$ cat src/sv/lsfe_pkg.sv
// lsfe_pkg: shared types, codes, constants and helper functions of the
// LIN slave frame engine. No dependencies; used by every other file.
package lsfe_pkg;

    // Field widths
    localparam int OPCODE_W = 3;
    localparam int BYTE_W   = 8;
    localparam int ID_W     = 6;
    localparam int LEN_W    = 4;
    localparam int KIND_W   = 3;
    localparam int BAUD_W   = 15;

    // Response length limit
    localparam logic [LEN_W-1:0] MAX_DATA_BYTES = 4'd8;

    // Timeout arithmetic: limit = TO_BASE + len * LEN_SCALE / baud, capped
    localparam int NUM_W = 17;
    localparam int TICK_W = 7;
    localparam logic [NUM_W-1:0]  LEN_SCALE = 17'd10000;
    localparam logic [TICK_W-1:0] TO_BASE   = 7'd5;
    localparam logic [TICK_W-1:0] TO_MAX    = 7'd127;
    localparam logic [BAUD_W-1:0] BAUD_RESET = 15'd19200;

    localparam logic [BYTE_W-1:0] SYNC_BYTE = 8'h55;
    localparam logic [BYTE_W-1:0] ID_MASK   = 8'h3F;
    localparam logic [BYTE_W-1:0] SUM_MOD   = 8'hFF;

    // Input opcodes
    localparam logic [OPCODE_W-1:0] OP_BUS_BYTE = 3'd0;
    localparam logic [OPCODE_W-1:0] OP_TICK     = 3'd1;
    localparam logic [OPCODE_W-1:0] OP_ARM_RX   = 3'd2;
    localparam logic [OPCODE_W-1:0] OP_ARM_TX   = 3'd3;
    localparam logic [OPCODE_W-1:0] OP_TX_DATA  = 3'd4;

    // Result kinds
    localparam logic [KIND_W-1:0] KIND_HEADER_ID = 3'd0;
    localparam logic [KIND_W-1:0] KIND_RX_DATA   = 3'd1;
    localparam logic [KIND_W-1:0] KIND_FRAME_OK  = 3'd2;
    localparam logic [KIND_W-1:0] KIND_CHK_BAD   = 3'd3;
    localparam logic [KIND_W-1:0] KIND_TIMEOUT   = 3'd4;
    localparam logic [KIND_W-1:0] KIND_TX_BYTE   = 3'd5;

    // Source of the result value register
    typedef enum logic [1:0] {
        VAL_ID,
        VAL_BYTE,
        VAL_CHK,
        VAL_ZERO
    } t_val_sel;

    // Controller to datapath
    typedef struct packed {
        logic     hunt_set;   // sync byte seen
        logic     hunt_clr;   // header id consumed
        logic     arm;        // seed checksum, load length, clear counters
        logic     div_start;  // start timeout limit division
        logic     add_byte;   // accumulate data byte, bump count
        logic     tick;       // advance elapsed ticks
        logic     out_load;   // load result value register
        t_val_sel out_sel;
    } t_cmd;

    // Datapath to controller
    typedef struct packed {
        logic sync_seen;
        logic byte_is_sync;
        logic cnt_lt_len;
        logic chk_match;
        logic tx_done;
        logic len_zero;
        logic tick_expire;
        logic div_busy;
    } t_sts;

    // Id with the two LIN parity bits on top
    function automatic logic [BYTE_W-1:0] protect_id(input logic [ID_W-1:0] id);
        logic p0;
        logic p1;
        p0 = id[0] ^ id[1] ^ id[2] ^ id[4];
        p1 = ~(id[1] ^ id[3] ^ id[4] ^ id[5]);
        return {p1, p0, id};
    endfunction

    // Checksum accumulate, kept mod 255
    function automatic logic [BYTE_W-1:0] add_mod255(input logic [BYTE_W-1:0] acc,
                                                     input logic [BYTE_W-1:0] b);
        logic [BYTE_W:0] s;
        s = {1'b0, acc} + {1'b0, b};
        if (s >= {1'b0, SUM_MOD}) begin
            s = s - {1'b0, SUM_MOD};
        end
        return s[BYTE_W-1:0];
    endfunction

endpackage

$ cat src/sv/lsfe_dp.sv
// lsfe_dp: datapath of the LIN slave frame engine: checksum, counters,
// tick timer, serial timeout divider, baud register and result value.
// Depends on lsfe_pkg.
module lsfe_dp (
    input  logic                             i_clk,
    input  logic                             i_rst_n,
    input  lsfe_pkg::t_cmd                   i_cmd,
    output lsfe_pkg::t_sts                   o_sts,
    input  logic                             i_cfg_we,
    input  logic [lsfe_pkg::BAUD_W-1:0]      i_cfg_baud_rate,
    input  logic [lsfe_pkg::BYTE_W-1:0]      i_byte_value,
    input  logic [lsfe_pkg::ID_W-1:0]        i_frame_id,
    input  logic [lsfe_pkg::LEN_W-1:0]       i_frame_len,
    output logic [lsfe_pkg::BYTE_W-1:0]      o_result_value
);

    localparam int CNT_W = $clog2(lsfe_pkg::NUM_W + 1);
    localparam logic [CNT_W-1:0] DIV_STEPS = CNT_W'(lsfe_pkg::NUM_W);
    localparam logic [lsfe_pkg::NUM_W-1:0] Q_SAT =
        lsfe_pkg::NUM_W'(lsfe_pkg::TO_MAX - lsfe_pkg::TO_BASE);

    logic [lsfe_pkg::BAUD_W-1:0] r_baud;
    logic                        r_sync;
    logic [lsfe_pkg::BYTE_W-1:0] r_sum;
    logic [lsfe_pkg::LEN_W-1:0]  r_cnt;
    logic [lsfe_pkg::LEN_W-1:0]  r_len;
    logic [lsfe_pkg::TICK_W-1:0] r_elapsed;
    logic [lsfe_pkg::TICK_W-1:0] r_limit;
    logic [lsfe_pkg::NUM_W-1:0]  r_quo;
    logic [lsfe_pkg::BAUD_W-1:0] r_rem;
    logic [CNT_W-1:0]            r_div_cnt;
    logic [lsfe_pkg::BYTE_W-1:0] r_value;

    logic [lsfe_pkg::LEN_W-1:0]  len_sat;
    logic [lsfe_pkg::BYTE_W-1:0] seed_raw;
    logic [lsfe_pkg::BYTE_W-1:0] seed;
    logic [lsfe_pkg::BYTE_W-1:0] chk;
    logic [lsfe_pkg::LEN_W:0]    cnt_inc;
    logic [lsfe_pkg::TICK_W-1:0] elapsed_nxt;
    logic [lsfe_pkg::BAUD_W-1:0] divisor;
    logic [lsfe_pkg::BAUD_W:0]   rem_sh;
    logic [lsfe_pkg::BAUD_W:0]   rem_diff;
    logic                        q_bit;
    logic [lsfe_pkg::NUM_W-1:0]  quo_nxt;
    logic [lsfe_pkg::TICK_W-1:0] limit_nxt;
    logic [lsfe_pkg::NUM_W-1:0]  numer;
    logic [lsfe_pkg::BYTE_W-1:0] n_value;

    // Arm-time values
    assign len_sat  = (i_frame_len > lsfe_pkg::MAX_DATA_BYTES) ? lsfe_pkg::MAX_DATA_BYTES
                                                               : i_frame_len;
    assign seed_raw = lsfe_pkg::protect_id(i_frame_id);
    assign seed     = (seed_raw == lsfe_pkg::SUM_MOD) ? '0 : seed_raw;
    assign numer    = lsfe_pkg::NUM_W'(len_sat) * lsfe_pkg::LEN_SCALE;

    // Checksum and counters
    assign chk         = ~r_sum;
    assign cnt_inc     = {1'b0, r_cnt} + 1'b1;
    assign elapsed_nxt = (r_elapsed < lsfe_pkg::TO_MAX) ? r_elapsed + 1'b1 : r_elapsed;

    // One restoring division step per cycle
    assign divisor  = (r_baud == '0) ? lsfe_pkg::BAUD_W'(1) : r_baud;
    assign rem_sh   = {r_rem, r_quo[lsfe_pkg::NUM_W-1]};
    assign q_bit    = (rem_sh >= {1'b0, divisor});
    assign rem_diff = q_bit ? (rem_sh - {1'b0, divisor}) : rem_sh;
    assign quo_nxt  = {r_quo[lsfe_pkg::NUM_W-2:0], q_bit};
    assign limit_nxt = (quo_nxt > Q_SAT) ? lsfe_pkg::TO_MAX
                                         : quo_nxt[lsfe_pkg::TICK_W-1:0] + lsfe_pkg::TO_BASE;

    // Result value source
    always_comb begin
        case (i_cmd.out_sel)
            lsfe_pkg::VAL_ID:   n_value = i_byte_value & lsfe_pkg::ID_MASK;
            lsfe_pkg::VAL_BYTE: n_value = i_byte_value;
            lsfe_pkg::VAL_CHK:  n_value = chk;
            default:            n_value = '0;
        endcase
    end

    // Status to controller
    assign o_sts.sync_seen    = r_sync;
    assign o_sts.byte_is_sync = (i_byte_value == lsfe_pkg::SYNC_BYTE);
    assign o_sts.cnt_lt_len   = (r_cnt < r_len);
    assign o_sts.chk_match    = (chk == i_byte_value);
    assign o_sts.tx_done      = (cnt_inc >= {1'b0, r_len});
    assign o_sts.len_zero     = (len_sat == '0);
    assign o_sts.tick_expire  = (elapsed_nxt > r_limit);
    assign o_sts.div_busy     = (r_div_cnt != '0);

    assign o_result_value = r_value;

    // Frame state and divider registers
    always_ff @(posedge i_clk) begin
        if (!i_rst_n) begin
            r_baud    <= lsfe_pkg::BAUD_RESET;
            r_sync    <= 1'b0;
            r_sum     <= '0;
            r_cnt     <= '0;
            r_len     <= '0;
            r_elapsed <= '0;
            r_limit   <= '0;
            r_div_cnt <= '0;
        end else begin
            if (i_cfg_we) begin
                r_baud <= i_cfg_baud_rate;
            end
            if (i_cmd.hunt_set) begin
                r_sync <= 1'b1;
            end else if (i_cmd.hunt_clr || i_cmd.arm) begin
                r_sync <= 1'b0;
            end
            if (i_cmd.arm) begin
                r_sum     <= seed;
                r_cnt     <= '0;
                r_len     <= len_sat;
                r_elapsed <= '0;
            end else if (i_cmd.add_byte) begin
                r_sum <= lsfe_pkg::add_mod255(r_sum, i_byte_value);
                r_cnt <= cnt_inc[lsfe_pkg::LEN_W-1:0];
            end else if (i_cmd.tick) begin
                r_elapsed <= elapsed_nxt;
            end
            if (i_cmd.div_start) begin
                r_div_cnt <= DIV_STEPS;
            end else if (r_div_cnt != '0) begin
                r_div_cnt <= r_div_cnt - 1'b1;
                if (r_div_cnt == CNT_W'(1)) begin
                    r_limit <= limit_nxt;
                end
            end
        end
    end

    // Divider operands and result value, no reset needed
    always_ff @(posedge i_clk) begin
        if (i_cmd.div_start) begin
            r_quo <= numer;
            r_rem <= '0;
        end else if (r_div_cnt != '0) begin
            r_quo <= quo_nxt;
            r_rem <= rem_diff[lsfe_pkg::BAUD_W-1:0];
        end
        if (i_cmd.out_load) begin
            r_value <= n_value;
        end
    end

endmodule

$ cat src/sv/lsfe_ctrl.sv
// lsfe_ctrl: controller of the LIN slave frame engine: opcode decode,
// frame mode, sequencing and the result valid/kind/last register.
// Depends on lsfe_pkg.
module lsfe_ctrl (
    input  logic                          i_clk,
    input  logic                          i_rst_n,
    input  logic                          i_in_valid,
    output logic                          o_in_ready,
    input  logic [lsfe_pkg::OPCODE_W-1:0] i_opcode,
    output logic                          o_out_valid,
    input  logic                          i_out_ready,
    output logic [lsfe_pkg::KIND_W-1:0]   o_result_kind,
    output logic                          o_is_last,
    output lsfe_pkg::t_cmd                o_cmd,
    input  lsfe_pkg::t_sts                i_sts
);

    typedef enum logic [1:0] {
        S_IDLE,
        S_DIV,
        S_TAIL
    } t_state;

    typedef enum logic [1:0] {
        M_IDLE,
        M_RX,
        M_TX
    } t_mode;

    t_state                        r_state, n_state;
    t_mode                         r_mode, n_mode;
    logic                          r_out_valid, n_out_valid;
    logic [lsfe_pkg::KIND_W-1:0]   r_kind, n_kind;
    logic                          r_last, n_last;

    logic out_free;
    logic in_acc;

    assign out_free   = !r_out_valid || i_out_ready;
    assign o_in_ready = (r_state == S_IDLE) && out_free;
    assign in_acc     = i_in_valid && o_in_ready;

    assign o_out_valid   = r_out_valid;
    assign o_result_kind = r_kind;
    assign o_is_last     = r_last;

    // Next state and commands
    always_comb begin
        n_state     = r_state;
        n_mode      = r_mode;
        n_out_valid = r_out_valid && !i_out_ready;
        n_kind      = r_kind;
        n_last      = r_last;
        o_cmd       = '0;
        o_cmd.out_sel = lsfe_pkg::VAL_ZERO;

        unique case (r_state)
            S_IDLE: begin
                if (in_acc) begin
                    case (i_opcode)
                        lsfe_pkg::OP_BUS_BYTE: begin
                            if (r_mode == M_IDLE) begin
                                if (i_sts.sync_seen) begin
                                    o_cmd.hunt_clr = 1'b1;
                                    o_cmd.out_load = 1'b1;
                                    o_cmd.out_sel  = lsfe_pkg::VAL_ID;
                                    n_out_valid    = 1'b1;
                                    n_kind         = lsfe_pkg::KIND_HEADER_ID;
                                    n_last         = 1'b1;
                                end else if (i_sts.byte_is_sync) begin
                                    o_cmd.hunt_set = 1'b1;
                                end
                            end else if (r_mode == M_RX) begin
                                o_cmd.out_load = 1'b1;
                                n_out_valid    = 1'b1;
                                n_last         = 1'b1;
                                if (i_sts.cnt_lt_len) begin
                                    o_cmd.add_byte = 1'b1;
                                    o_cmd.out_sel  = lsfe_pkg::VAL_BYTE;
                                    n_kind         = lsfe_pkg::KIND_RX_DATA;
                                end else begin
                                    // trailing checksum byte closes the frame
                                    n_mode        = M_IDLE;
                                    o_cmd.out_sel = lsfe_pkg::VAL_CHK;
                                    n_kind        = i_sts.chk_match ? lsfe_pkg::KIND_FRAME_OK
                                                                    : lsfe_pkg::KIND_CHK_BAD;
                                end
                            end
                        end
                        lsfe_pkg::OP_TICK: begin
                            if (r_mode == M_RX) begin
                                o_cmd.tick = 1'b1;
                                if (i_sts.tick_expire) begin
                                    n_mode         = M_IDLE;
                                    o_cmd.out_load = 1'b1;
                                    o_cmd.out_sel  = lsfe_pkg::VAL_ZERO;
                                    n_out_valid    = 1'b1;
                                    n_kind         = lsfe_pkg::KIND_TIMEOUT;
                                    n_last         = 1'b1;
                                end
                            end
                        end
                        lsfe_pkg::OP_ARM_RX: begin
                            o_cmd.arm       = 1'b1;
                            o_cmd.div_start = 1'b1;
                            n_mode          = M_RX;
                            n_state         = S_DIV;
                        end
                        lsfe_pkg::OP_ARM_TX: begin
                            o_cmd.arm = 1'b1;
                            n_mode    = M_TX;
                            if (i_sts.len_zero) begin
                                // empty response: checksum goes out right away
                                n_mode  = M_IDLE;
                                n_state = S_TAIL;
                            end
                        end
                        lsfe_pkg::OP_TX_DATA: begin
                            if (r_mode == M_TX) begin
                                o_cmd.add_byte = 1'b1;
                                o_cmd.out_load = 1'b1;
                                o_cmd.out_sel  = lsfe_pkg::VAL_BYTE;
                                n_out_valid    = 1'b1;
                                n_kind         = lsfe_pkg::KIND_TX_BYTE;
                                n_last         = !i_sts.tx_done;
                                if (i_sts.tx_done) begin
                                    n_mode  = M_IDLE;
                                    n_state = S_TAIL;
                                end
                            end
                        end
                        default: begin
                        end
                    endcase
                end
            end
            S_DIV: begin
                if (!i_sts.div_busy) begin
                    n_state = S_IDLE;
                end
            end
            S_TAIL: begin
                // append checksum once the output register frees up
                if (out_free) begin
                    o_cmd.out_load = 1'b1;
                    o_cmd.out_sel  = lsfe_pkg::VAL_CHK;
                    n_out_valid    = 1'b1;
                    n_kind         = lsfe_pkg::KIND_TX_BYTE;
                    n_last         = 1'b1;
                    n_state        = S_IDLE;
                end
            end
            default: begin
                n_state = S_IDLE;
            end
        endcase
    end

    // State and registered outputs
    always_ff @(posedge i_clk) begin
        if (!i_rst_n) begin
            r_state     <= S_IDLE;
            r_mode      <= M_IDLE;
            r_out_valid <= 1'b0;
            r_kind      <= lsfe_pkg::KIND_HEADER_ID;
            r_last      <= 1'b0;
        end else begin
            r_state     <= n_state;
            r_mode      <= n_mode;
            r_out_valid <= n_out_valid;
            r_kind      <= n_kind;
            r_last      <= n_last;
        end
    end

endmodule

$ cat src/sv/lin_slave_frame_engine.sv
// lin_slave_frame_engine: LIN slave frame engine top level.
// Instantiates lsfe_ctrl and lsfe_dp; depends on lsfe_pkg.
//
// Usage:
//   Input channel (i_in_valid / o_in_ready) carries one operation per
//   transaction: bus byte, millisecond tick, arm receive, arm transmit or
//   transmit data byte. Output channel (o_out_valid / i_out_ready) returns
//   result transactions (kind, value, last flag), at most two per input.
//   Config channel (i_cfg_valid / o_cfg_ready) writes the baud rate; it is
//   always ready; it must be written only while the engine is idle, which
//   the block itself does not enforce.
// Sequencing:
//   Most results are registered and valid the cycle after acceptance. Arm
//   receive holds off input until the 17-step bit-serial divider for the
//   timeout limit is done. The last transmit data byte also returns the checksum.
// Stalls and reset:
//   A single output register holds the pending result; a new input is taken
//   in the cycle that result is taken, so a stalled receiver stalls input.
//   Synchronous active-low reset returns to idle hunting for sync, baud
//   rate 19200, output empty.
module lin_slave_frame_engine (
    input  logic                          i_clk,
    input  logic                          i_rst_n,
    input  logic                          i_in_valid,
    output logic                          o_in_ready,
    input  logic [lsfe_pkg::OPCODE_W-1:0] i_opcode,
    input  logic [lsfe_pkg::BYTE_W-1:0]   i_byte_value,
    input  logic [lsfe_pkg::ID_W-1:0]     i_frame_id,
    input  logic [lsfe_pkg::LEN_W-1:0]    i_frame_len,
    output logic                          o_out_valid,
    input  logic                          i_out_ready,
    output logic [lsfe_pkg::KIND_W-1:0]   o_result_kind,
    output logic [lsfe_pkg::BYTE_W-1:0]   o_result_value,
    output logic                          o_is_last,
    input  logic                          i_cfg_valid,
    output logic                          o_cfg_ready,
    input  logic [lsfe_pkg::BAUD_W-1:0]   i_cfg_baud_rate
);

    lsfe_pkg::t_cmd cmd;
    lsfe_pkg::t_sts sts;

    assign o_cfg_ready = 1'b1;

    lsfe_ctrl u_ctrl (
        .i_clk         (i_clk),
        .i_rst_n       (i_rst_n),
        .i_in_valid    (i_in_valid),
        .o_in_ready    (o_in_ready),
        .i_opcode      (i_opcode),
        .o_out_valid   (o_out_valid),
        .i_out_ready   (i_out_ready),
        .o_result_kind (o_result_kind),
        .o_is_last     (o_is_last),
        .o_cmd         (cmd),
        .i_sts         (sts)
    );

    lsfe_dp u_dp (
        .i_clk           (i_clk),
        .i_rst_n         (i_rst_n),
        .i_cmd           (cmd),
        .o_sts           (sts),
        .i_cfg_we        (i_cfg_valid),
        .i_cfg_baud_rate (i_cfg_baud_rate),
        .i_byte_value    (i_byte_value),
        .i_frame_id      (i_frame_id),
        .i_frame_len     (i_frame_len),
        .o_result_value  (o_result_value)
    );

endmodule

$ cat config.mk
export PLATFORM = sky130hd
export DESIGN_NAME = lin_slave_frame_engine
export DESIGN_NICKNAME = d
export VERILOG_FILES = /design/src/sv/lsfe_pkg.sv /design/src/sv/lsfe_dp.sv /design/src/sv/lsfe_ctrl.sv /design/src/sv/lin_slave_frame_engine.sv
export SDC_FILE = /design/constraint.sdc
export NUM_CORES = 1
export LEC_CHECK = 0
export ABC_AREA = 1
export BUFFER_PORTS_ARGS = -buffer_cell sky130_fd_sc_hd__clkbuf_2
export CORE_ASPECT_RATIO = 1.25
export CORE_MARGIN = 5
export CORE_UTILIZATION = 30
export CTS_BUF_LIST = sky130_fd_sc_hd__clkbuf_4 sky130_fd_sc_hd__clkbuf_8 sky130_fd_sc_hd__clkbuf_16
export DETAILED_ROUTE_END_ITERATION = 7
export GPL_ROUTABILITY_DRIVEN = 0
export PLACE_DENSITY = 0.52
export SYNTH_ARGS = -nofsm -noshare
export SYNTH_HDL_FRONTEND = slang
export SYNTH_HIERARCHICAL = 1
export SYNTH_SLANG_ARGS = --single-unit
$ cat constraint.sdc
create_clock -name i_clk -period 4 [get_ports i_clk]
set_input_delay 0 -clock i_clk [delete_from_list [all_inputs] [get_ports i_clk]]
set_output_delay 0 -clock i_clk [all_outputs]
set_load 0.01 [all_outputs]
==> out/metrics.yaml, run 1 <==
critical_path:
  crit_type: "flop to flop"
  setup.worst_path.start: "u_dp/r_baud[11]"
  reg2reg_slack_ns: 0.93
  cp.arrival_ns: 3.33
  crit_required_ns: 4.26
  start_kind: "flop"
  cp-endpoint: "u_dp/r_limit[4]"
  rr_worst_depth: 17
  path_max_fanout: 7
  crit_path_end_kind: "flop"
  r2r-end: "u_dp/r_limit[4]"
  reg2reg_from: "u_dp/r_baud[11]"
clock_network:
  ctsHoldBuffers: 21
  clockBufferDepth: 2
  h-tree-depth: 3
  numCtsBuffers: 9
  postCtsSetupRepairBufs: 0
  clk_pin_slew_ns: 0.07
  tritoncts: "done"
  clkLatencyLatePin_ns: 0.36
  cts.sinks: 100
  clock-root-buffer: "clkbuf_16"
  cts.repair.resized: 0
cells_and_area:
  layout_common_cells: "167 x nand2_1, 143 x inv_1, 79 x dfxtp_1"
  multiInputGateArea_um2: 3960
  design_area_um2: 7880
  area_delta_synth_final_pct: 15.1
  nets: 1107
  layout.cells.non_filler: 1291
  nFillCells: 2424
  layout_commonest_cell: "nand2_1"
  antenna_cells: 0
  seqCellArea_um2: 2210
  drive_gt1_frac: 0.120
  fin_util: 0.352
synthesis:
  synth_async_sr_flop_share: 0
  ys_seq_area_frac: 0.323
  mappedNetlistArea_um2: 6840
  synth_edf_count: 21
  ys_seq_elements: 100
  postSynthCellCount: 937
  synth_ff_type: "dfxtp_1"
  synth_warnings: 6
  syn-num-nets: 1041
  synth.avg_cell_area_um2: 7.30
  yosysUniqueCellTypes: 51
pwr:
  p_leak_nw: 3.82
  vdd_drop_max_uv: 231
  power_density_nw_per_um2: 553
detailed_routing:
  vias_per_cell: 4.78
  wl_met2_um: 8470
  first_pass_iters: 5
  drt-met1-wl_um: 7710
  top_layer_used: "met4"
  vias: 6172
  drt_iter0_markers: 192
  drc: 0
  routed-wl-met3_um: 597
  routed_wl_um: 17100
  drtAntennaViolNets: 0
  wl_per_cell_um: 13.3
global_route:
  grt_overflow: 0
  grt_pass1_wl_um: 28800
  grt.total_usage: 0.133
  antenna_found_initial: 0
  grt_pass1_vias: 5961
  grt_start_max_net_pins: 30
floorplan:
  die_w_um: 145
  io_pins: 56
  fp-row-count: 61
  dieArea_um2: 25900
  chipHeight_um: 179
  initial_core_util: 0.306
  core-area_um2: 22400
sta:
  setup_viol: 0
  holdWs_ns: 0.0102
  setup_tns_ns: 0
  final-max-slew-violation-count: 0
  fmax_ghz: 0.326
  finalCritPeriodShare: 0.767
  worstMarginPinSlew_ns: 0.803
  max_slew_margin: 0.464
  finalCriticalPeriod_ns: 3.07
  final.setup_skew_ns: 0.0174
  rsz0062_at_grt: "no"
  final-hold-violation-count: 0
place:
  place_hpwl_um: 13600
  dp_cells: 1254
  postPlaceCellArea_um2: 7390
  port_buffers: 54
outcome:
  status: "completed"
worst_hold_path:
  min_path_type: "input pin to flop"
run:
  drv_cap: 0
[area by class of cell]
| cell class | instances | area share |
|---|---|---|
| clock inverter | 5 | 0.00445 |
| clock buffer | 11 | 0.0305 |
| multi-input combinational | 661 | 0.503 |
| timing repair buffer | 77 | 0.0629 |
| tap | 283 | 0.0450 |
| sequential | 100 | 0.281 |
| inverter | 154 | 0.0734 |
[state kept, by name (all words and copies together), names as in the netlist, 2 cells and up]
register,count
u_dp/r_quo,17
u_dp/r_baud,15
u_dp/r_rem,15
u_dp/o_result_value,8
u_dp/r_sum,8
u_dp/r_elapsed,7
u_dp/r_limit,7
u_dp/r_div_cnt,5
u_dp/r_cnt,4
u_dp/r_len,4
u_ctrl/o_result_kind,3
u_ctrl/r_mode,2
u_ctrl/r_state,2
[how the worst min path moves through the flow]
stage	slack (ns)	start	cells after the start	to
floorplan	0.12	i_rst_n	2	u_ctrl/r_mode[0]
global placement	0.22	i_cfg_baud_rate[14]	3	u_dp/r_baud[14]
detailed placement	0.23	i_cfg_baud_rate[14]	3	u_dp/r_baud[14]
CTS	0.004	i_byte_value[6]	3	u_dp/o_result_value[6]
global route	0.05	i_byte_value[6]	3	u_dp/o_result_value[6]
finish	0.01	i_cfg_valid	2	u_dp/r_baud[9]
[report_power, final]
group | switching [mW] | leakage, nW | internal (mW)
registers | 0.181 | 0.862 | 1.33
clock network | 0.401 | 0.142 | 0.440
logic | 1.25 | 2.82 | 0.762
total | 1.83 | 3.82 | 2.53
[layer usage]
layer	up-vias	GRT usage
met1	2778	0.163
met2	114	0.239
met4	0	0.0482
li1	3260	-
met3	20	0.0190
met5	-	0
[Yosys cell counts, types with 8 or more instances]
cell type / n / area [µm²]
o21ai_0: 69 / 345
a31oi_1: 8 / 50.1
inv_1: 143 / 537
edfxtp_1: 21 / 631
nand2_1: 167 / 627
clkbuf_1: 20 / 75.1
o22ai_1: 16 / 100
a21oi_1: 75 / 375
nor3_1: 13 / 65.1
xnor2_1: 11 / 96.3
nand4_1: 12 / 75.1
nor2_1: 67 / 251
nand2_2: 8 / 50.1
inv_2: 9 / 33.8
ha_1: 60 / 751
nand3_1: 54 / 270
o211ai_1: 8 / 60.1
xor2_1: 18 / 158
dfxtp_1: 79 / 1580
[stage by stage]
stage          power (mW)  setup WS (ns)
2_1_floorplan        3.03           1.13
3_3_place_gp         3.52          0.974
3_5_place_dp         3.53          0.916
4_1_cts              4.41          0.895
5_1_grt              4.78          0.480
6_report             4.36          0.932
[critical path, stage by stage (launching register included)]
cell and delay [ns]:
dfxtp_1 0.31, inv_1 0.06, nand4_1 0.10, nor4_1 0.07, a41o_1 0.21, ha_1 0.20, fa_1 0.42, o21ai_2 0.22
nand2_1 0.09, nand3_1 0.09, nand3_1 0.08, nand2_2 0.16, inv_1 0.08, ha_1 0.17, a31oi_1 0.14, o21ai_0 0.08
and3_1 0.25, a221oi_1 0.25
[cell families after synthesis]
| logic type | Yosys count | share of synthesized area |
|---|---|---|
| adder cells (fa/ha/maj) | 63 | 0.119 |
| AND/OR/NAND/NOR | 357 | 0.241 |
| XOR/XNOR | 30 | 0.0412 |
| other | 1 | 0.000548 |
| AO/OA/AOI/OAI | 210 | 0.177 |
| buffers and inverters | 176 | 0.0977 |
| flip-flops | 100 | 0.323 |
(Power assumes the default switching activity.)
==> inputs of run 2 (changes only) <==
--- a/config.mk
+++ b/config.mk
@@ -13,7 +13,7 @@
 export CTS_BUF_LIST = sky130_fd_sc_hd__clkbuf_4 sky130_fd_sc_hd__clkbuf_8 sky130_fd_sc_hd__clkbuf_16
 export DETAILED_ROUTE_END_ITERATION = 7
 export GPL_ROUTABILITY_DRIVEN = 0
-export PLACE_DENSITY = 0.52
+export PLACE_DENSITY = 0.53
 export SYNTH_ARGS = -nofsm -noshare
 export SYNTH_HDL_FRONTEND = slang
 export SYNTH_HIERARCHICAL = 1
==> constraint.sdc (replaced) <==
create_clock -name i_clk -period 2.5 [get_ports i_clk]
set_input_delay 0 -clock i_clk [delete_from_list [all_inputs] [get_ports i_clk]]
set_output_delay 0 -clock i_clk [all_outputs]
set_load 0.01 [all_outputs]
==> run 2 against run 1 <==
  * The flow now finishes with violations (negative hold slack, negative setup slack)
  * Hold slack got worse by 0.020 ns
  * Final cell count rose by 7.7%
  * Routed wire length rose by 9.6%
  * Critical path type unchanged
  * Non-clock buffer count is 98 higher
  * Global-route usage up 1.1 points
  * Design area grew 14%
  * Core utilization is 5.0 points higher
==> out/metrics.yaml, run 2 (synthesis results as in run 1) <==
critical_path:
  path_max_fanout: 6  # -1
  reg2reg_slack_ns: -0.28  # -1.21 ns
  rr_worst_depth: 18  # +1
  setup.worst_path.start: "u_dp/r_baud[11]"
  crit_type: "flop to flop"
  start_kind: "flop"
  cp-endpoint: "u_dp/r_limit[1]"
  cp.arrival_ns: 3.05  # -0.28 ns
  r2r-end: "u_dp/r_limit[1]"
  crit_required_ns: 2.77  # -1.49 ns
  reg2reg_from: "u_dp/r_baud[11]"
  crit_path_end_kind: "flop"
detailed_routing:
  drc: 0  # unchanged
  drt_iter0_markers: 320  # +67%
  vias: 6667  # +8.0%
  vias_per_cell: 4.80  # +0.33%
  first_pass_iters: 4  # -1
  routed_wl_um: 18700  # +9.6%
  drtAntennaViolNets: 0  # unchanged
  wl_per_cell_um: 13.5  # +1.8%
global_route:
  grt_pass1_wl_um: 31400  # +8.7%
  grt_pass1_vias: 6465  # +8.5%
  grt_overflow: 0  # unchanged
  grt.total_usage: 0.145  # +0.0114
  met3_usage: 0.0223  # +0.00329
  met1_usage: 0.174  # +0.0116
  antenna_found_initial: 0  # unchanged
  grt_start_max_net_pins: 29  # -3.3%
  busiest_layer: "met2"
  use_met2: 0.263  # +0.0240
outcome:
  status: "complete, but fails checks"
  violations: "negative hold slack, negative setup slack"
floorplan:
  io_pins: 56  # unchanged
  die_w_um: 145  # unchanged
  fp-row-count: 61  # unchanged
  chipHeight_um: 179  # unchanged
  core-area_um2: 22400  # unchanged
  initial_core_util: 0.306  # unchanged
  dieArea_um2: 25900  # unchanged
cells_and_area:
  layout_commonest_cell: "nand2_1"
  layout.cells.non_filler: 1390  # +7.7%
  nets: 1206  # +8.9%
  area_delta_synth_final_pct: 31.6
  layout_common_cells: "158 x nand2_1, 137 x inv_1, 91 x buf_4"
  largest-register: "u_dp/r_quo"
  antenna_cells: 0  # unchanged
  reg.largest.list: "u_dp/r_quo (17), u_dp/r_baud (15), u_dp/r_rem (15)"
  nFillCells: 2347  # -3.2%
  drive_gt1_frac: 0.259  # +0.139
  largest_reg_flops: 17  # unchanged
clock_network:
  cts.sinks: 100  # unchanged
  clock-root-buffer: "clkbuf_16"
  tritoncts: "done"
  numCtsBuffers: 9  # unchanged
  clockBufferDepth: 2  # unchanged
  h-tree-depth: 3  # unchanged
  clk_pin_slew_ns: 0.08  # about the same
  clkLatencyLatePin_ns: 0.36  # about the same
sta:
  finalCritPeriodShare: 1.11  # +0.345
  setup_viol: 38  # +38
  fmax_ghz: 0.360  # +10%
  final.setup_skew_ns: 0.0149  # -0.00248 ns
  setup_tns_ns: -7.44  # -7.44 ns
  rsz0062_at_grt: "yes"
  worstMarginPinSlew_ns: 0.545  # -0.258 ns
  holdWs_ns: -0.0103  # -0.0205 ns
  final-max-slew-violation-count: 0  # unchanged
  finalCriticalPeriod_ns: 2.78  # -0.289 ns
  max_slew_margin: 0.636  # +0.172
  final-hold-violation-count: 1  # +1
  fin_ws_ns: -0.279  # -1.21 ns
place:
  port_buffers: 54  # unchanged
  place_hpwl_um: 14300  # +5.4%
  dp_cells: 1324  # +5.6%
  pre_cts_ws_ns: -0.409  # -1.32 ns
pwr:
  p_leak_nw: 4.34  # +14%
  power_density_nw_per_um2: 880  # +59%
  vdd_drop_max_uv: 377  # +63%
worst_hold_path:
  hold_path_startpoint: "i_cfg_valid"
  min_path_type: "input pin to flop"
run:
  drv_cap: 0  # unchanged
==> run 2: cell types whose count changed in the layout (fill, tap and decap cells not counted), moves of 7 or more <==
cell,change
nor2_1,-8
nand2_2,+7
buf_4,+89
nand3_1,-13
a21oi_1,-7
nand3_2,+13
a21oi_2,+7
nand2_1,-9
==> run 2: worst max-delay path, cell delays in order (launching register included) <==
cell and delay (ns):
dfxtp_2 0.33, inv_2 0.03, nand4_1 0.10, nor4_2 0.06, a41o_1 0.22, ha_2 0.18
fa_2 0.35, o21ai_2 0.13, nand2_1 0.09, nand3_2 0.09, nand3_2 0.08, nand2_4 0.12
inv_4 0.04, ha_4 0.14, a31oi_1 0.12, o21ai_1 0.07, and3_4 0.20, buf_4 0.14
a221oi_2 0.19
==> run 2: worst min path at each step <==
stage / end / slack (ns) / cells after the start
4_1_cts: u_ctrl/o_out_valid / 0.003 / 4
5_1_grt: u_dp/r_baud[11] / 0.03 / 2
3_5_place_dp: u_dp/r_baud[8] / 0.25 / 3
3_3_place_gp: u_dp/r_baud[0] / 0.25 / 3
2_1_floorplan: u_ctrl/r_mode[0] / 0.12 / 2
6_report: u_dp/r_baud[11] / -0.01 / 2
==> run 2: area by class of cell <==
type	instances	area, µm²	area share
Sequential cell	100	2220	0.247
Multi-Input combinational cell	662	4270	0.474
Clock inverter	7	62.6	0.00695
Tap cell	283	354	0.0393
Inverter	154	588	0.0653
Clock buffer	9	225	0.0250
Timing Repair Buffer	175	1280	0.142
==> run 2: stage by stage <==
stage	cell area (µm²)	hold slack [ns]	utilization	power, mW
4_1_cts	8730	0.00294	0.390	7.71
6_report	9000	-0.0103	0.403	7.92
5_1_grt	9000	0.0272	0.403	8.60
3_3_place_gp	7980	0.249	0.357	6.05
3_5_place_dp	7980	0.253	0.357	6.07
2_1_floorplan	6890	0.121	-	4.88
==> run 2: what timing repair did <==
| action | in CTS | in global routing |
|---|---|---|
| gates cloned | 1 | 0 |
| pin swaps | 26 | 29 |
| hold endpoints to repair | 20 | 0 |
| gates resized for setup | 35 | 50 |
| endpoints found under the setup margin | 41 | 65 |
| hold buffers | 23 | 0 |
| setup buffers | 15 | 11 |
==> run 2: where the power goes <==
part	total, mW	leakage (nW)	internal [mW]	switching [mW]
Clock	1.39	0.141	0.702	0.690
Combinational	4.11	3.33	1.81	2.31
Sequential	2.41	0.864	2.12	0.296
Total	7.92	4.34	4.63	3.29
==> run 2: per-layer routing <==
| layer | vias up | wire [µm] |
|---|---|---|
| li1 | 3452 | - |
| met1 | 3077 | 8190 |
| met2 | 104 | 9600 |
| met3 | 34 | 547 |
| met4 | 0 | 410 |
| met5 | - | 0 |
==> inputs of run 3 (changes only) <==
--- a/config.mk
+++ b/config.mk
@@ -13,6 +13,7 @@
 export CTS_BUF_LIST = sky130_fd_sc_hd__clkbuf_4 sky130_fd_sc_hd__clkbuf_8 sky130_fd_sc_hd__clkbuf_16
 export DETAILED_ROUTE_END_ITERATION = 7
 export GPL_ROUTABILITY_DRIVEN = 0
+export MAX_ROUTING_LAYER = met4
 export PLACE_DENSITY = 0.53
 export SYNTH_ARGS = -nofsm -noshare
 export SYNTH_HDL_FRONTEND = slang
==> run 3 against run 2 <==
  * The flow still finishes with violations (negative hold slack, negative setup slack)
  * Sequential power is essentially flat
  * Final cell count unchanged
  * Register-to-register slack about the same
  * Sequential cell count is the same
  * Hold slack got worse by 0.0053 ns
  * Largest cell class unchanged
==> out/metrics.yaml, run 3 (synthesis results as in run 1) <==
place:
  pre_cts_ws_ns: -0.409  # unchanged
  port_buffers: 54  # unchanged
  place_hpwl_um: 14300  # unchanged
outcome:
  violations: "negative hold slack, negative setup slack"
  status: "complete, but fails checks"
clock_network:
  clock-root-buffer: "clkbuf_16"
  numCtsBuffers: 9  # unchanged
  clockBufferDepth: 2  # unchanged
  tritoncts: "done"
  clkLatencyLatePin_ns: 0.36  # about the same
  cts.sinks: 100  # unchanged
  clk_pin_slew_ns: 0.08  # about the same
  h-tree-depth: 3  # unchanged
sta:
  max_slew_margin: 0.634  # -0.00243
  setup_viol: 38  # unchanged
  final-max-slew-violation-count: 0  # unchanged
  holdWs_ns: -0.0156  # -0.00535 ns
  fmax_ghz: 0.360  # about the same
  final-hold-violation-count: 1  # unchanged
  finalCritPeriodShare: 1.11  # about the same
  worstMarginPinSlew_ns: 0.548  # +0.00363 ns
  finalCriticalPeriod_ns: 2.78  # +0.00136 ns
  final.setup_skew_ns: 0.0153  # +0.000361 ns
  fin_ws_ns: -0.281  # -0.00136 ns
  rsz0062_at_grt: "yes"
global_route:
  grt_start_max_net_pins: 29  # unchanged
  antenna_found_initial: 0  # unchanged
  grt.total_usage: 0.149  # +0.00420
  grt_overflow: 0  # unchanged
  use_met2: 0.263  # unchanged
  busiest_layer: "met2"
  met3_usage: 0.0212  # -0.00101
  grt_pass1_vias: 6472  # +0.11%
  met1_usage: 0.175  # +0.000779
  grt_pass1_wl_um: 31400  # unchanged
critical_path:
  cp.arrival_ns: 3.05  # about the same
  crit_type: "flop to flop"
  r2r-end: "u_dp/r_limit[1]"
  cp-endpoint: "u_dp/r_limit[1]"
  start_kind: "flop"
  reg2reg_from: "u_dp/r_baud[11]"
  crit_path_end_kind: "flop"
  rr_worst_depth: 18  # unchanged
  reg2reg_slack_ns: -0.28  # about the same
  path_max_fanout: 6  # unchanged
  crit_chain: "inv_2, nand4_1, nor4_2, a41o_1, ha_2, fa_2, o21ai_2, nand2_1, nand3_2, nand3_2, nand2_4, inv_4, ha_4, a31oi_1, o21ai_1, and3_4, buf_4, a221oi_2"
  max_stage_delay_ns: 0.35  # about the same
  setup.worst_path.start: "u_dp/r_baud[11]"
  critPathMostFrequentCell: "nand3_2"
  slowest_stage: "fa_2"
  crit_required_ns: 2.77  # about the same
cells_and_area:
  reg.largest.list: "u_dp/r_quo (17), u_dp/r_baud (15), u_dp/r_rem (15)"
  largest-register: "u_dp/r_quo"
  drive_gt1_frac: 0.259  # unchanged
  nets: 1206  # unchanged
  antenna_cells: 0  # unchanged
  layout_common_cells: "158 x nand2_1, 137 x inv_1, 91 x buf_4"
  layout_commonest_cell: "nand2_1"
  area_delta_synth_final_pct: 31.6  # unchanged
  largest_reg_flops: 17  # unchanged
pwr:
  finalPower_mw: 7.91  # -0.12%
  pwr-share-seq: 0.305  # about the same
  vdd_drop_max_uv: 377  # +0.16%
  p_leak_nw: 4.34  # unchanged
  pwr-share-clk: 0.176  # about the same
  p_int_mw: 4.63  # about the same
  p_comb_frac: 0.519  # about the same
  power_density_nw_per_um2: 879  # -0.12%
  switching_power_mw: 3.28  # -0.28%
  p_sw_frac: 0.415  # -0.000649
detailed_routing:
  drtAntennaViolNets: 0  # unchanged
  drt_iter0_markers: 289  # -9.7%
  vias_per_cell: 4.76  # -0.67%
  first_pass_iters: 4  # unchanged
  drc: 0  # unchanged
  wl_per_cell_um: 13.4  # -0.41%
  routed_wl_um: 18700  # -0.41%
  vias: 6622  # -0.67%
floorplan:
  core-area_um2: 22400  # unchanged
  die_w_um: 145  # unchanged
  dieArea_um2: 25900  # unchanged
  initial_core_util: 0.306  # unchanged
  fp-row-count: 61  # unchanged
  chipHeight_um: 179  # unchanged
  io_pins: 56  # unchanged
worst_hold_path:
  min_path_type: "input pin to flop"
run:
  drv_cap: 0  # unchanged
## run 3: repair_timing
item,in CTS,in global routing
resized for setup,35,50
hold buffers,23,0
setup endpoints to repair,41,65
setup buffers,15,11
pin swaps,26,29
endpoints found under the hold margin,20,0
gates cloned,1,0
## run 3: worst max-delay path, delay by kind of cell, from the launching register on
| family | cells | cell delay [ns] |
|---|---|---|
| compound gates | 5 | 0.73 |
| fa+ha+maj | 3 | 0.67 |
| buf+inv | 3 | 0.21 |
| flops | 1 | 0.33 |
| simple gates | 7 | 0.74 |
## run 3: area by class of cell
type,instances,area (µm²)
clock buffers,9,225
clock inverters,7,62.6
fillers,2347,13400
inverters,154,588
multi-input cells,662,4270
flip-flops and latches,100,2220
well taps,283,354
repair buffers,175,1280
## run 3: routing by layer
layer / part of all wire / up-vias
met5: 0 / -
met4: 0.021 / 0
met3: 0.028 / 26
met2: 0.51 / 92
met1: 0.44 / 3049
li1: - / 3455
## run 3: worst min-delay path by stage
stage          slack, ns          startpoint  depth (start not counted)            endpoint
2_1_floorplan       0.12             i_rst_n                          2    u_ctrl/r_mode[0]
3_3_place_gp        0.25  i_cfg_baud_rate[0]                          3      u_dp/r_baud[0]
3_5_place_dp        0.25  i_cfg_baud_rate[8]                          3      u_dp/r_baud[8]
6_report           -0.02         i_cfg_valid                          2     u_dp/r_baud[11]
5_1_grt             0.03         i_cfg_valid                          2     u_dp/r_baud[11]
4_1_cts            0.003         i_out_ready                          4  u_ctrl/o_out_valid
## run 3: through the flow
| step | util | cells | instance area (µm²) | hold WS, ns | setup TNS, ns |
|---|---|---|---|---|---|
| finish | 0.403 | 1390 | 9000 | -0.0156 | -7.40 |
| global route | 0.403 | 1390 | 9000 | 0.0272 | -15.26 |
| CTS | 0.390 | 1379 | 8730 | 0.00294 | -3.75 |
| detailed placement | 0.357 | 1324 | 7980 | 0.253 | -6.43 |
| global placement | 0.357 | 1324 | 7980 | 0.249 | -4.81 |
| floorplan | - | 937 | 6890 | 0.121 | -1.38 |
## run 3: power by group through the flow
stage               logic, mW  registers, mW  clock network (mW)
floorplan                2.53           2.35                   0
detailed placement       3.65           2.42                   0
global route             4.63           2.46                1.51
CTS                      3.87           2.39                1.45
finish                   4.10           2.41                1.39
global placement         3.62           2.42                   0
